**config.mk**
```make
export PLATFORM = sky130hd
export DESIGN_NAME = abbe_ctrl
export DESIGN_NICKNAME = d
export VERILOG_FILES = /design/src/hdl/abbe_pkg.sv /design/src/hdl/abbe_ctrl.sv
export SDC_FILE = /design/constraint.sdc
export NUM_CORES = 1
export LEC_CHECK = 0
export ABC_AREA = 0
export BUFFER_PORTS_ARGS = -buffer_cell sky130_fd_sc_hd__clkbuf_2
export CAP_MARGIN = 25
export CORE_MARGIN = 3
export CORE_UTILIZATION = 29
export DETAILED_ROUTE_END_ITERATION = 10
export PLACE_DENSITY = 0.58
export SLEW_MARGIN = 20
export SYNTH_ARGS = -nofsm -noshare
export SYNTH_HDL_FRONTEND = slang
export SYNTH_SLANG_ARGS = --single-unit
```
**constraint.sdc**
```tcl
create_clock -name clock -period 1.39 [get_ports clock]
set_input_delay 0.2085 -clock clock [delete_from_list [all_inputs] [get_ports clock]]
set_output_delay 0.2085 -clock clock [all_outputs]
set_load 0.005 [all_outputs]
```
**src/hdl/abbe_pkg.sv**
```systemverilog
// shared constants, types and command codes of the alpha blend blit engine
// no dependencies; every other file of the block uses this package

package abbe_pkg;

   localparam int MAX_WIDTH   = 64;
   localparam int MAX_HEIGHT  = 64;
   localparam int STORE_DEPTH = MAX_WIDTH * MAX_HEIGHT;
   localparam int ADDR_W      = $clog2(STORE_DEPTH);
   localparam int X_W         = $clog2(MAX_WIDTH);
   localparam int Y_W         = $clog2(MAX_HEIGHT);
   localparam int SIZE_W      = 7;
   localparam int POS_W       = 9;
   localparam int CSR_IDX_W   = 2;
   localparam int REQ_TDATA_W = 96;
   localparam int RSP_TDATA_W = 32;

   localparam logic [SIZE_W-1:0] MAX_W_SZ   = SIZE_W'(MAX_WIDTH);
   localparam logic [SIZE_W-1:0] MAX_H_SZ   = SIZE_W'(MAX_HEIGHT);
   localparam logic [SIZE_W-1:0] CFG_RESET  = 7'd64;
   localparam logic [7:0]        PIX_FULL   = 8'd255;

   typedef enum logic [1:0] {
      CMD_DEST_WR = 2'd0,
      CMD_SRC_WR  = 2'd1,
      CMD_DEST_RD = 2'd2,
      CMD_BLIT    = 2'd3
   } cmd_type;

   typedef enum logic [CSR_IDX_W-1:0] {
      CSR_DEST_WIDTH  = 2'd0,
      CSR_DEST_HEIGHT = 2'd1,
      CSR_SRC_WIDTH   = 2'd2,
      CSR_SRC_HEIGHT  = 2'd3
   } csr_index_type;

   // request payload, fields declared from the highest bits down, so pos_x sits in the lowest bits
   typedef struct packed {
      logic [5:0]        pad;
      logic [7:0]        pixel_alpha;
      logic [7:0]        blue;
      logic [7:0]        green;
      logic [7:0]        red;
      logic [7:0]        blend_alpha;
      logic [SIZE_W-1:0] span_h;
      logic [SIZE_W-1:0] span_w;
      logic [POS_W-1:0]  src_y;
      logic [POS_W-1:0]  src_x;
      logic [POS_W-1:0]  pos_y;
      logic [POS_W-1:0]  pos_x;
   } req_data_type;

   typedef struct packed {
      logic [7:0] alpha;
      logic [7:0] blue;
      logic [7:0] green;
      logic [7:0] red;
   } pixel_type;

   // controller to datapath
   typedef struct packed {
      logic latch_req;
      logic clamp;
      logic addr;
      logic mem_access;
      logic blit_rd;
      logic blit_alpha;
      logic blit_mix;
      logic blit_wr;
      logic load_rsp;
   } ctl_type;

   // datapath to controller
   typedef struct packed {
      logic is_blit;
      logic span_zero;
      logic last_pixel;
   } stat_type;

endpackage

```
**src/hdl/abbe_ctrl.sv**
```systemverilog
// controller state machine of the alpha blend blit engine
// sequences request handling and the per-pixel blit loop; uses abbe_pkg

module abbe_ctrl (
   input  logic             clock,
   input  logic             reset,
   input  logic             req_tvalid,
   output logic             req_tready,
   output logic             rsp_tvalid,
   input  logic             rsp_tready,
   input  abbe_pkg::stat_type stat,
   output abbe_pkg::ctl_type  ctl
);
   import abbe_pkg::*;

   typedef enum logic [8:0] {
      ST_IDLE   = 9'b000000001,
      ST_CLAMP  = 9'b000000010,
      ST_ADDR   = 9'b000000100,
      ST_ACCESS = 9'b000001000,
      ST_RD     = 9'b000010000,
      ST_ALPHA  = 9'b000100000,
      ST_MIX    = 9'b001000000,
      ST_WR     = 9'b010000000,
      ST_DONE   = 9'b100000000
   } state_type;

   state_type state_ff, state_in;
   logic      rsp_valid_ff, rsp_valid_in;
   logic      rsp_free;

   assign rsp_free   = !rsp_valid_ff || rsp_tready;
   assign req_tready = (state_ff == ST_IDLE);
   assign rsp_tvalid = rsp_valid_ff;

   always_comb begin
      state_in = state_ff;
      ctl      = '0;
      case (state_ff)
         ST_IDLE: begin
            if (req_tvalid) begin
               ctl.latch_req = 1'b1;
               state_in      = ST_CLAMP;
            end
         end
         ST_CLAMP: begin
            ctl.clamp = 1'b1;
            state_in  = ST_ADDR;
         end
         ST_ADDR: begin
            ctl.addr = 1'b1;
            state_in = ST_ACCESS;
         end
         ST_ACCESS: begin
            ctl.mem_access = 1'b1;
            if (stat.is_blit && !stat.span_zero) begin
               state_in = ST_RD;
            end else begin
               state_in = ST_DONE;
            end
         end
         ST_RD: begin
            ctl.blit_rd = 1'b1;
            state_in    = ST_ALPHA;
         end
         ST_ALPHA: begin
            ctl.blit_alpha = 1'b1;
            state_in       = ST_MIX;
         end
         ST_MIX: begin
            ctl.blit_mix = 1'b1;
            state_in     = ST_WR;
         end
         ST_WR: begin
            ctl.blit_wr = 1'b1;
            state_in    = stat.last_pixel ? ST_DONE : ST_RD;
         end
         ST_DONE: begin
            // wait for the output register to free up
            if (rsp_free) begin
               ctl.load_rsp = 1'b1;
               state_in     = ST_IDLE;
            end
         end
         default: begin
            state_in = ST_IDLE;
         end
      endcase
   end

   always_comb begin
      rsp_valid_in = rsp_valid_ff;
      if (ctl.load_rsp) begin
         rsp_valid_in = 1'b1;
      end else if (rsp_tready) begin
         rsp_valid_in = 1'b0;
      end
   end

   always_ff @(posedge clock) begin
      if (reset) begin
         state_ff     <= ST_IDLE;
         rsp_valid_ff <= 1'b0;
      end else begin
         state_ff     <= state_in;
         rsp_valid_ff <= rsp_valid_in;
      end
   end

endmodule

```
# --- Word-level counts from Yosys, hierarchy flattened ---
# Index checks and enable logic that the tools add are counted.
# W data, S select, Z words.
totals:
  reg_bits: 10
  latch_bits: 0
  mem_bits_rw: 0
  rom_bits: 0
  in_bits: 7
  out_inout_bits: 11
  wordCells: 37
  n_memories: 0
classes:
  n_addsub: 0
  mul: 0
  div_mod_pow: 0
  order_cmp: 0
  eq_ne: 11
  shift: 0
  n_mux: 18
  bitwise_logic: 0
  n_reduce_logical: 6
ops:
  columns: ["operator", "n"]
  rows:
  - ["$pmux W9 S9", 1]
  - ["$mux W9", 4]
  - ["$mux W1", 13]
  - ["$eq A9 B1 Y1 const B", 1]
  - ["$eq A9 B2 Y1 const B", 1]
  - ["$eq A9 B3 Y1 const B", 1]
  - ["$eq A9 B4 Y1 const B", 1]
  - ["$eq A9 B5 Y1 const B", 1]
  - ["$eq A9 B6 Y1 const B", 1]
  - ["$eq A9 B7 Y1 const B", 1]
  - ["$eq A9 B8 Y1 const B", 1]
  - ["$eq A9 B9 Y1 const B", 1]
  - ["$ne A2 B2 Y1 const B", 2]
  - ["$logic_not A1 Y1", 2]
  - ["$reduce_and A2 Y1", 1]
  - ["$reduce_bool A2 Y1", 1]
  - ["$logic_and A1 B1 Y1", 1]
  - ["$logic_or A1 B1 Y1", 1]

# --- Logic depth before layout (Yosys ltp) ---
logic_depth:
  ltp_word: 5
  ltp_mapped: 4
  ltp_nobuf: 4

# --- Worst setup path before layout ---
# No wires, ideal clock.
synth_path:
  path_type: "reg-to-output"
  start: "reg state_ff[0]"
  end: "out ctl[0] (netlist name)"
  arrival_time_ns: 1.142
  required_ns: 1.182
  slack_ns: 0.040
  stages_incl_launch_ff: 5
  path_buffers: 1
  path_cell_list: "dfxtp_1 nor4_4 nand3_1 nor2_1 buf_4"
synth_rtl:
  columns: ["item", "line_no", "rtl"]
  rows:
  - ["start, declared", "abbe_ctrl.sv:28", "state_type state_ff, state_in;"]
  - ["start signal, assigned", "abbe_ctrl.sv:105", "state_ff <= state_in;"]
  - ["end, declared", "abbe_ctrl.sv:12", "output abbe_pkg::ctl_type ctl"]

==> flow_summary.yaml <==
hold_path:
  holdCritPathClass: "in -> reg"
clock_network:
  clk_latency_ps: 270
  cts_tree: "done"
  hold_buffers: 0
  cts_max_path_buffers: 2
  path_clk_slew_ps: 70
  cts-root-buf: "clkbuf_4"
  cts.sinks: 10
  htree_num_levels: 1
  cts_buffers: 3
logic_synthesis:
  syn_area_per_cell_um2: 8.96
  synth_most_common_cell: "dfxtp_1"
  muxShareOfSynthArea_pct: 0
  synth_flop_cell: "dfxtp_1"
  synth-xor-area-share_pct: 2.92
  async_flop_share_pct: 0
  netlist_area_um2: 601
  synth_top_cell_by_area: "dfxtp_1"
  synth_edf_count: 0
  synth_top_family_by_area: "simple AND/OR/NAND/NOR gates"
  yosys.area_share.simple_pct: 47.1
  yosys.area_share.adder_pct: 0
  synthesis.nets: 74
  ys.warnings.count: 0
  synth_common_cells: "10 x dfxtp_1, 5 x nor2_1, 4 x and3_1"
  ys_ff_latch: 10
  synth_compound_area_share_pct: 13.5
  yosysTopAreaCellShare_pct: 33.3
  netlist_instances: 67
  synth_cell_types: 34
  ys_top_cells_by_area: "dfxtp_1 33%, and3_1 4.2%, nor4b_4 4.0%"
  ys_seq_area_share_pct: 33.3
critical_path:
  critPathCaptureType: "primary output"
  cp.arrival_ps: 1510
  critPathMaxFanout: 4
  cp.required_ps: 1180
  startpoint_type: "flip-flop"
  critPathKind: "reg -> out"
power_and_ir_drop:
  p_total_uw: 766
  p_leak_uw: 0.000507
  peakVddDrop_uv: 595
  power_density_mw_per_mm2: 674
detailed_routing:
  detail-route-antenna-nets: 0
  wl_per_cell_um: 13.6
  drc_errors: 0
  viasPerCell: 4.87
  vias: 691
  firstDrtPassIters: 4
  drt_iter0_markers: 6
  wl_um: 1930
sta:
  skew_ps: 1.99
  worst_pin_slew_ps: 404
  min_period_over_period_pct: 124
  max_slew_margin_pct: 73.0
  rsz0062_at_grt: "yes"
  finalCriticalPeriod_ps: 1720
  whs_ps: 179
  hold_viol: 0
  fmax_mhz: 582
  timing.final.ws_setup_ps: -327
  finalSetupViolations: 18
  drv_slew: 0
  setup_tns_ps: -3300
die:
  initial_core_util_pct: 32.7
  core_area_mm2: 0.00184
  dieArea_mm2: 0.00265
  die_x_um: 51.5
  rows: 15
  fp.dieH_um: 51.5
  pin_count: 18
placed_design:
  place_hpwl_um: 1240
  pre_cts_slack_ps: -145
  routabilityCongestion: 0.696
  port_buffers: 17
  dp_cells: 123
cells_and_area:
  final_nets: 125
  final_layout_size_suffix_gt1_share_pct: 68.4
  diodes: 0
  final_cell_count_no_fill: 142
  syn_to_final_growth_pct: 89.2
run:
  drv_cap: 0
grt:
  grt_pass1_vias: 690
  overflow: 0
  antenna_found_initial: 0
  grtUsageTotal_pct: 15.2
  grt_max_degree: 7
  grt_pass1_wl_um: 2980
outcome:
  status: "complete, but fails checks"
  failed_checks: "negative setup slack"
-- power breakdown --
part | switching (uW) | internal [uW] | total (uW)
Sequential | 8.21 | 288 | 296
Combinational | 80.4 | 118 | 198
Clock | 112 | 159 | 271
Total | 201 | 565 | 766
-- metrics by stage --
| step | util, % | instance area (um^2) |
|---|---|---|
| 2_1_floorplan | - | 601 |
| 3_3_place_gp | 44.7 | 822 |
| 3_5_place_dp | 44.7 | 822 |
| 4_1_cts | 57.5 | 1060 |
| 5_1_grt | 61.8 | 1140 |
| 6_report | 61.8 | 1140 |
-- sequential cells by signal, indices dropped and copies added (netlist names) --
| signal | cells |
|---|---|
| state_ff | 9 |
| rsp_tvalid | 1 |
-- critical path: stages (launching register included) --
cell and delay, ps:
dfxtp_2 340, nor4_4 380, buf_4 180, and4b_1 210, clkbuf_2 120
-- layout make-up --
class                      instances  area [um^2]
fill                             173          703
multi-input combinational         53          503
timing repair buffer              47          338
sequential                        10          216
clock buffer                       4         36.3
tap                               25         31.3
inverter                           3         11.3
-- layer usage --
metal / GRT usage, % / vias to the layer above / wire length (um)
li1: - / 352 / -
met1: 16.2 / 326 / 800
met2: 29.2 / 11 / 1050
met3: 2.87 / 2 / 56
met4: 5.24 / 0 / 23
met5: 0 / - / 0
-- cells by family after synthesis --
logic type      count (synthesis)
buf+inv                         4
simple gates                   39
xor+xnor                        2
flops                          10
compound gates                 12
-- placed cells by master (no fill, tap or decap), types with 4 or more instances in the layout --
cell type	n
dfxtp_2	4
clkbuf_2	13
buf_6	6
buf_4	26
-- final timing paths --
check | from | end | slack (ps) | cells after the start
hold reg to reg | state_ff[6] | state_ff[6] | 630 | 2
setup reg to reg | state_ff[0] | state_ff[8] | -140 | 6
setup / recovery | state_ff[0] | ctl[1] | -330 | 4
hold / removal | reset | state_ff[1] | 180 | 2
-- what timing repair did --
action                     in CTS  in global routing
gates resized for setup        24                 19
pin swaps                      11                 10
setup buffers                  14                  6
setup endpoints to repair      19                 19
No activity file was read; power rests on OpenSTA's default activity.
